$ cat config.mk
export PLATFORM = sky130hd
export DESIGN_NAME = uart_line_editor_echo
export DESIGN_NICKNAME = d
export VERILOG_FILES = /design/src/hdl/ule_pkg.sv /design/src/hdl/ule_ctrl.sv /design/src/hdl/ule_dpath.sv /design/src/hdl/uart_line_editor_echo.sv
export SDC_FILE = /design/constraint.sdc
export NUM_CORES = 1
export LEC_CHECK = 0
export BUFFER_PORTS_ARGS = -buffer_cell sky130_fd_sc_hd__buf_2
export CAP_MARGIN = 10
export CORE_ASPECT_RATIO = 1.75
export CORE_MARGIN = 2
export CORE_UTILIZATION = 50
export DETAILED_ROUTE_END_ITERATION = 12
export GPL_TIMING_DRIVEN = 0
export PLACE_DENSITY = 0.66
export REMOVE_ABC_BUFFERS = 1
export SYNTH_ARGS = -nofsm -noshare
export SYNTH_HDL_FRONTEND = slang
export SYNTH_SLANG_ARGS = --single-unit
export TNS_END_PERCENT = 5
$ cat constraint.sdc
create_clock -name aclk -period 6.8 [get_ports aclk]
set_input_delay 1.02 -clock aclk [delete_from_list [all_inputs] [get_ports aclk]]
set_output_delay 1.02 -clock aclk [all_outputs]
set_load 0.05 [all_outputs]
$ cat src/hdl/ule_pkg.sv
`timescale 1ns / 1ps
// Shared types and constants of the serial line editor.
// Holds the control enum, the command/status structs and the fixed reply texts.
// No dependencies.
package ule_pkg;

    // Special input characters
    localparam logic [7:0] CHR_BS  = 8'h08;
    localparam logic [7:0] CHR_DEL = 8'h7F;
    localparam logic [7:0] CHR_CR  = 8'h0D;
    localparam logic [7:0] CHR_LF  = 8'h0A;

    // Fixed reply texts, first character in the top byte
    localparam int ERASE_LEN = 3;
    localparam int ECHO_LEN  = 9;
    localparam int FULL_LEN  = 39;
    localparam logic [ERASE_LEN*8-1:0] ERASE_TEXT = "\010 \010";
    localparam logic [ECHO_LEN*8-1:0]  ECHO_TEXT  = "\015\012Echo > ";
    localparam logic [FULL_LEN*8-1:0]  FULL_TEXT  =
        "\015\012Buffer lleno! Enter para limpiar.\015\012> ";

    typedef enum logic [1:0] {
        MSG_ERASE,
        MSG_ECHO,
        MSG_FULL
    } msg_t;

    typedef enum logic [2:0] {
        ST_IDLE,
        ST_CHAR,
        ST_MSG,
        ST_RD,
        ST_EM
    } state_t;

    // Controller to datapath
    typedef struct packed {
        logic push_char;
        logic pop_char;
        logic start_submit;
        logic start_full;
        logic emit_msg;
        logic begin_echo;
        logic read_next;
        logic emit_cur;
        logic cur_last;
        logic advance_echo;
    } cmd_t;

    // Datapath to controller
    typedef struct packed {
        logic is_erase;
        logic is_submit;
        logic line_empty;
        logic line_full;
        logic out_free;
        logic msg_end;
        logic echo_more;
        logic echo_last;
    } sts_t;

    function automatic logic [5:0] msg_len(msg_t sel);
        logic [5:0] len;
        len = 6'(ERASE_LEN);
        unique case (sel)
            MSG_ERASE: len = 6'(ERASE_LEN);
            MSG_ECHO:  len = 6'(ECHO_LEN);
            MSG_FULL:  len = 6'(FULL_LEN);
            default:   len = 6'(ERASE_LEN);
        endcase
        return len;
    endfunction

    function automatic logic [7:0] msg_byte(msg_t sel, logic [5:0] pos);
        logic [5:0] r;
        logic [7:0] b;
        b = 8'h00;
        r = '0;
        unique case (sel)
            MSG_ERASE: begin
                r = 6'(ERASE_LEN - 1) - pos;
                b = ERASE_TEXT[r*8 +: 8];
            end
            MSG_ECHO: begin
                r = 6'(ECHO_LEN - 1) - pos;
                b = ECHO_TEXT[r*8 +: 8];
            end
            MSG_FULL: begin
                r = 6'(FULL_LEN - 1) - pos;
                b = FULL_TEXT[r*8 +: 8];
            end
            default: b = 8'h00;
        endcase
        return b;
    endfunction

endpackage

$ cat src/hdl/ule_ctrl.sv
`timescale 1ns / 1ps
// Controller of the serial line editor: sequences each request through the datapath.
// Depends on ule_pkg.
module ule_ctrl (
    input  logic          aclk,
    input  logic          aresetn,
    input  logic          s_valid,
    output logic          s_ready,
    input  ule_pkg::sts_t sts,
    output ule_pkg::cmd_t cmd
);

    ule_pkg::state_t state_reg;
    ule_pkg::state_t state_next;

    // Hold state
    always_ff @(posedge aclk) begin
        if (!aresetn) begin
            state_reg <= ule_pkg::ST_IDLE;
        end else begin
            state_reg <= state_next;
        end
    end

    // Advance state
    always_comb begin
        state_next = state_reg;
        unique case (state_reg)
            ule_pkg::ST_IDLE: begin
                if (s_valid) begin
                    if (sts.is_erase || sts.is_submit) begin
                        if (!sts.line_empty) begin
                            state_next = ule_pkg::ST_MSG;
                        end
                    end else if (!sts.line_full) begin
                        state_next = ule_pkg::ST_CHAR;
                    end else begin
                        state_next = ule_pkg::ST_MSG;
                    end
                end
            end
            ule_pkg::ST_CHAR: begin
                if (sts.out_free) begin
                    state_next = ule_pkg::ST_IDLE;
                end
            end
            ule_pkg::ST_MSG: begin
                if (sts.out_free && sts.msg_end) begin
                    state_next = sts.echo_more ? ule_pkg::ST_RD : ule_pkg::ST_IDLE;
                end
            end
            ule_pkg::ST_RD: begin
                state_next = ule_pkg::ST_EM;
            end
            ule_pkg::ST_EM: begin
                if (sts.out_free) begin
                    state_next = sts.echo_last ? ule_pkg::ST_IDLE : ule_pkg::ST_RD;
                end
            end
            default: state_next = ule_pkg::ST_IDLE;
        endcase
    end

    // Drive commands
    always_comb begin
        cmd     = '0;
        s_ready = 1'b0;
        unique case (state_reg)
            ule_pkg::ST_IDLE: begin
                s_ready = 1'b1;
                if (s_valid) begin
                    if (sts.is_erase) begin
                        cmd.pop_char = !sts.line_empty;
                    end else if (sts.is_submit) begin
                        cmd.start_submit = !sts.line_empty;
                    end else if (!sts.line_full) begin
                        cmd.push_char = 1'b1;
                    end else begin
                        cmd.start_full = 1'b1;
                    end
                end
            end
            ule_pkg::ST_CHAR: begin
                cmd.emit_cur = sts.out_free;
                cmd.cur_last = 1'b1;
            end
            ule_pkg::ST_MSG: begin
                cmd.emit_msg   = sts.out_free;
                cmd.begin_echo = sts.out_free && sts.msg_end && sts.echo_more;
            end
            ule_pkg::ST_RD: begin
                cmd.read_next = 1'b1;
            end
            ule_pkg::ST_EM: begin
                cmd.emit_cur     = sts.out_free;
                cmd.cur_last     = sts.echo_last;
                cmd.advance_echo = sts.out_free && !sts.echo_last;
            end
            default: cmd = '0;
        endcase
    end

endmodule

$ cat src/hdl/ule_dpath.sv
`timescale 1ns / 1ps
// Datapath of the serial line editor: line store, fill count, reply pointer, output register.
// Depends on ule_pkg.
module ule_dpath #(
    parameter int LINE_CAP = 32
) (
    input  logic          aclk,
    input  logic          aresetn,
    input  logic [7:0]    s_rx_byte,
    output logic          m_valid,
    input  logic          m_ready,
    output logic [7:0]    m_tx_byte,
    output logic          m_last_of_run,
    input  ule_pkg::cmd_t cmd,
    output ule_pkg::sts_t sts
);

    localparam int DEPTH  = LINE_CAP - 1;
    localparam int CNT_W  = $clog2(LINE_CAP);
    localparam int ADDR_W = (DEPTH > 1) ? $clog2(DEPTH) : 1;

    logic [7:0]        mem [DEPTH];
    logic [7:0]        rd_data_reg;
    logic [CNT_W-1:0]  count_reg;
    logic [CNT_W-1:0]  count_next;
    logic [CNT_W-1:0]  len_reg;
    logic [CNT_W-1:0]  idx_reg;
    logic [CNT_W-1:0]  idx_inc;
    logic [7:0]        cur_reg;
    ule_pkg::msg_t     sel_reg;
    logic [5:0]        pos_reg;
    logic [7:0]        tx_reg;
    logic              last_reg;
    logic              m_valid_reg;
    logic              m_valid_next;
    logic              rd_en;
    logic [ADDR_W-1:0] rd_addr;
    logic              msg_last;

    assign idx_inc = idx_reg + 1'b1;
    assign rd_en   = cmd.start_submit || (cmd.read_next && (idx_inc < len_reg));
    assign rd_addr = cmd.start_submit ? '0 : idx_inc[ADDR_W-1:0];

    // Line store: one write, one registered read
    always_ff @(posedge aclk) begin
        if (cmd.push_char) begin
            mem[count_reg[ADDR_W-1:0]] <= s_rx_byte;
        end
        if (rd_en) begin
            rd_data_reg <= mem[rd_addr];
        end
    end

    // Fill count
    always_comb begin
        count_next = count_reg;
        if (cmd.push_char) begin
            count_next = count_reg + 1'b1;
        end else if (cmd.pop_char) begin
            count_next = count_reg - 1'b1;
        end else if (cmd.start_submit || cmd.start_full) begin
            count_next = '0;
        end
    end

    // Status towards the controller
    always_comb begin
        sts.is_erase   = (s_rx_byte == ule_pkg::CHR_BS) || (s_rx_byte == ule_pkg::CHR_DEL);
        sts.is_submit  = (s_rx_byte == ule_pkg::CHR_CR) || (s_rx_byte == ule_pkg::CHR_LF);
        sts.line_empty = (count_reg == '0);
        sts.line_full  = (count_reg == CNT_W'(DEPTH));
        sts.out_free   = !m_valid_reg || m_ready;
        sts.msg_end    = (pos_reg == (ule_pkg::msg_len(sel_reg) - 6'd1));
        sts.echo_more  = (sel_reg == ule_pkg::MSG_ECHO) && (rd_data_reg != 8'h00);
        sts.echo_last  = (idx_inc == len_reg) || (rd_data_reg == 8'h00);
    end

    assign msg_last = sts.msg_end && !sts.echo_more;

    // Output register handshake
    always_comb begin
        m_valid_next = m_valid_reg;
        if (cmd.emit_msg || cmd.emit_cur) begin
            m_valid_next = 1'b1;
        end else if (m_ready) begin
            m_valid_next = 1'b0;
        end
    end

    // Control registers
    always_ff @(posedge aclk) begin
        if (!aresetn) begin
            count_reg   <= '0;
            m_valid_reg <= 1'b0;
        end else begin
            count_reg   <= count_next;
            m_valid_reg <= m_valid_next;
        end
    end

    // Reply sequencing and payload registers
    always_ff @(posedge aclk) begin
        if (cmd.start_submit) begin
            len_reg <= count_reg;
        end
        if (cmd.pop_char) begin
            sel_reg <= ule_pkg::MSG_ERASE;
            pos_reg <= '0;
        end else if (cmd.start_submit) begin
            sel_reg <= ule_pkg::MSG_ECHO;
            pos_reg <= '0;
        end else if (cmd.start_full) begin
            sel_reg <= ule_pkg::MSG_FULL;
            pos_reg <= '0;
        end else if (cmd.emit_msg) begin
            pos_reg <= pos_reg + 6'd1;
        end
        if (cmd.push_char) begin
            cur_reg <= s_rx_byte;
        end else if (cmd.begin_echo || cmd.advance_echo) begin
            cur_reg <= rd_data_reg;
        end
        if (cmd.begin_echo) begin
            idx_reg <= '0;
        end else if (cmd.advance_echo) begin
            idx_reg <= idx_inc;
        end
        if (cmd.emit_msg) begin
            tx_reg   <= ule_pkg::msg_byte(sel_reg, pos_reg);
            last_reg <= msg_last;
        end else if (cmd.emit_cur) begin
            tx_reg   <= cur_reg;
            last_reg <= cmd.cur_last;
        end
    end

    assign m_valid       = m_valid_reg;
    assign m_tx_byte     = tx_reg;
    assign m_last_of_run = last_reg;

endmodule

$ cat src/hdl/uart_line_editor_echo.sv
`timescale 1ns / 1ps
// Top level of the serial line editor with echo.
// Instantiates ule_ctrl and ule_dpath; depends on ule_pkg.
//
//  channel | ports                              | direction | payload
//  --------+------------------------------------+-----------+--------------------------
//  input   | s_valid, s_ready, s_rx_byte        | in        | received byte
//  result  | m_valid, m_ready, m_tx_byte,       | out       | reply byte, end-of-reply
//          | m_last_of_run                      |           | flag
//
// A request is taken only while the controller is idle. Its reply bytes leave
// through one output register while m_ready stays high: one per cycle for the fixed
// texts, while each echoed character is first read from the line store, then emitted.
// Reply bytes per request: stored character 1; erase 3; line full 39. Submit: 9
// prompt bytes, then the echoed characters, at most LINE_CAP-1 of them.
// Erase or submit on an empty line gives no reply.
// Reset clears the fill count, the controller and the output valid; the line
// store is not cleared. A stall on m_ready holds the current byte and the sequence.
module uart_line_editor_echo #(
    parameter int LINE_CAP = 32
) (
    input  logic       aclk,
    input  logic       aresetn,
    input  logic       s_valid,
    output logic       s_ready,
    input  logic [7:0] s_rx_byte,
    output logic       m_valid,
    input  logic       m_ready,
    output logic [7:0] m_tx_byte,
    output logic       m_last_of_run
);

    ule_pkg::cmd_t cmd;
    ule_pkg::sts_t sts;

    ule_ctrl u_ctrl (
        .aclk    (aclk),
        .aresetn (aresetn),
        .s_valid (s_valid),
        .s_ready (s_ready),
        .sts     (sts),
        .cmd     (cmd)
    );

    ule_dpath #(
        .LINE_CAP (LINE_CAP)
    ) u_dpath (
        .aclk          (aclk),
        .aresetn       (aresetn),
        .s_rx_byte     (s_rx_byte),
        .m_valid       (m_valid),
        .m_ready       (m_ready),
        .m_tx_byte     (m_tx_byte),
        .m_last_of_run (m_last_of_run),
        .cmd           (cmd),
        .sts           (sts)
    );

endmodule

==> metrics.cfg <==
[run_status]
outcome=finished clean

[setup_path]
cpPeakStageDelay_ps=970
crit_buf_inv=3
worstPathMaxFanout=65
critPathTopFamily=simple AND/OR/NAND/NOR gates
worstSetupPathType=reg -> reg
required_ps=6990
ff2ff_path_depth=10
crit_chain=buf_16 -> ha_4 -> xnor2_2 -> buf_8 -> clkinv_1 -> ha_1 -> nand3_1 -> o22ai_1 -> nor4_1 -> or3_1
critPathLaunchType=register
cp-end-kind=register
r2r_end=u_dpath.cur_reg[5]
arrival_ps=5560
slowest_stage=nor4_1
r2r_slack_ps=1440
r2r_start=u_dpath.idx_reg[0]

[finish]
fillCellCount=2224
largest_reg_flops=248
layout.nets=1062
area_growth_pct=9.258
layout-drive-gt1-share_pct=12.92
diodes=0

[sta]
fin_worst_skew_ps=19.18
tightest_slew_ps=1186
hold-worst-slack_ps=517.3
rsz0062_at_grt=no
fmax_mhz=186.5
setup-tns-final_ps=0
post-route-period-util_pct=78.87
setup-violations-final=0
slew_viol_final=0
min_period_ps=5363
slew_headroom_pct=20.42
hold_violations=0

[synthesis]
synthCells=1043
synth_warnings=0
ys_seq_area_share_pct=63.88
synth_cell_types=73
avgSynthCellArea_um2=13.19
netlist_area_um2=13760
synthFlopType=edfxtp_1
ys_seq_elements=300
async_reset_ff_share_pct=0
synth-edff-count=278

[clock_tree]
clockRootBuffer=clkbuf_16
postCtsSetupBuffers=0
htreeDepth=1
cts_tree=yes
cts-resized-gates=0
cts_buffer_depth=3
cts.reportedPaths.clkPinSlew_ps=70
cts_buffers=26
holdBufCountCts=0
clk_latency_ps=550
cts_sinks=300

[worst_hold_path]
holdCritStartpoint=u_dpath.sel_reg[0]
min_path_type=reg -> reg
holdPathStages=2
whs_endpoint=u_dpath.sel_reg[0]

[placed_design]
io_buffers=22
place_hpwl_um=22970
gp_congestion=0.9029

[global_routing]
antenna_found_initial=0
grt_pass1_vias=8868
grt_max_degree=66
grt_usage_pct=24.03
grt_overflow=0
grt_pass1_wl_um=51870

[floorplanning]
die_w_um=129.4
ioPinCount=23
die_y_um=223.4
initial_core_util_pct=50.72
fp.dieArea_um2=28910
core_um2=27130
num_rows=80

[route]
antenna_left=0
num_vias=8908
avgViaCountPerCell=6.264
wl_per_cell_um=24.16
drt-initial-drc-count=835
first_pass_iters=6
drt-total-wl_um=34360
drc_errors=0

[power_and_ir_drop]
p_leak_nw=5.016
power_density_nw_per_um2=280.9
ir_drop_uv=194.4

[flow_run]
drv_cap=0

tightest hold or removal path, stage by stage (launching register included):
cell	delay, ps
dfxtp_1	340
nand2_1	60
o21ai_0	60
final cells by class:
type,count,area [µm²],area share (%)
Tap cell,369,461.7,3.071
Multi-Input combinational cell,646,4587,30.51
Clock buffer,32,694.4,4.620
Timing Repair Buffer,28,200.2,1.332
Sequential cell,300,8792,58.49
Inverter,31,116.4,0.7741
Clock inverter,16,180.2,1.199
kinds of logic (layout without fill, tap and decap cells):
family / Yosys count / count (layout) / synth area share [%]
AOI/OAI and AO/OA: 265 / 265 / 13.06
xor gates and xnor gates: 28 / 28 / 1.783
adders and majority gates: 17 / 17 / 1.546
buffers and inverters: 97 / 107 / 2.928
DFF: 300 / 300 / 63.88
muxes: 75 / 75 / 7.412
and+or+nand+nor: 261 / 261 / 9.394
placed cells by master (no fill, tap or decap), types with 24 or more instances in the layout:
| cell | synthesis | routed |
|---|---|---|
| a21oi_1 | 64 | 64 |
| a221oi_1 | 28 | 28 |
| clkbuf_16 | 0 | 27 |
| edfxtp_1 | 278 | 278 |
| inv_1 | 27 | 27 |
| mux2_2 | 35 | 35 |
| nand2_1 | 54 | 54 |
| nand3_1 | 24 | 24 |
| nor2_1 | 86 | 86 |
| o21ai_0 | 52 | 52 |
how the worst max path moves through the flow:
stage                                  start                endpoint  slack, ps  cells after the start
after global routing      u_dpath.idx_reg[0]      u_dpath.cur_reg[4]       1140                     10
after global placement    u_dpath.idx_reg[0]  u_dpath.rd_data_reg[1]      -3330                      7
after detailed placement  u_dpath.idx_reg[0]      u_dpath.cur_reg[4]       1420                     10
final                     u_dpath.idx_reg[0]      u_dpath.cur_reg[5]       1440                     10
after CTS                 u_dpath.idx_reg[0]      u_dpath.cur_reg[4]       1380                     10
after floorplan           u_dpath.idx_reg[0]      u_dpath.cur_reg[0]        450                      6
where the power goes:
group	switching, mW	total (mW)	leakage (nW)	internal (mW)
sequential	0.0432	2.09	2.69	2.04
clock	0.646	1.52	0.425	0.878
combinational	0.394	0.612	1.90	0.219
per-stage QoR:
step / worst slack (ps) / util, % / cell area (µm²) / total power, mW / cells
6_report: 1437 / 55.42 / 15030 / 4.223 / 1422
5_1_grt: 1138 / 55.42 / 15030 / 4.349 / 1422
4_1_cts: 1384 / 55.37 / 15020 / 4.232 / 1420
3_5_place_dp: 1422 / 52.14 / 14140 / 2.724 / 1372
3_3_place_gp: -3332 / 51.77 / 14040 / 2.723 / 1368
2_1_floorplan: 447.7 / - / 13470 / 2.522 / 977
Yosys cell counts, types with 4 or more instances:
cell type	count	area [µm²]
buf_2	13	65.06
a22oi_1	7	52.55
nand3_1	24	120.1
o21ai_0	52	260.3
a31oi_1	9	56.30
nand2b_1	13	81.33
nor2b_1	9	56.30
mux2i_1	22	220.2
a2111oi_0	9	78.83
o22ai_1	12	75.07
and3_1	7	43.79
edfxtp_1	278	8348
a21oi_1	64	320.3
mux2_2	35	394.1
xnor2_1	13	113.9
a221oi_1	28	245.2
nor2_1	86	322.8
mux4_2	18	405.4
nand2_1	54	202.7
a211o_1	7	61.31
nor3b_1	4	30.03
nor3_1	21	105.1
inv_1	27	101.4
o21a_1	6	45.04
dfxtp_1	22	440.4
nor4_1	4	25.02
o211ai_1	8	60.06
nand3b_1	6	45.04
clkbuf_1	42	157.7
a211oi_1	10	75.07
or3_1	8	50.05
xor2_1	15	131.4
nand4_1	7	43.79
ha_1	17	212.7
buf_1	7	26.28
a32oi_1	4	35.03
o31ai_1	10	75.07
layer usage:
layer	share of wire, %	routed length (µm)	vias up	GRT usage [%]
li1	-	-	4056	-
met1	35	11920	4431	25.76
met2	55	19060	336	45.64
met3	4.8	1654	85	2.542
met4	5.0	1720	0	11.82
met5	0	0	-	0
No activity file was read; power rests on OpenSTA's default activity.
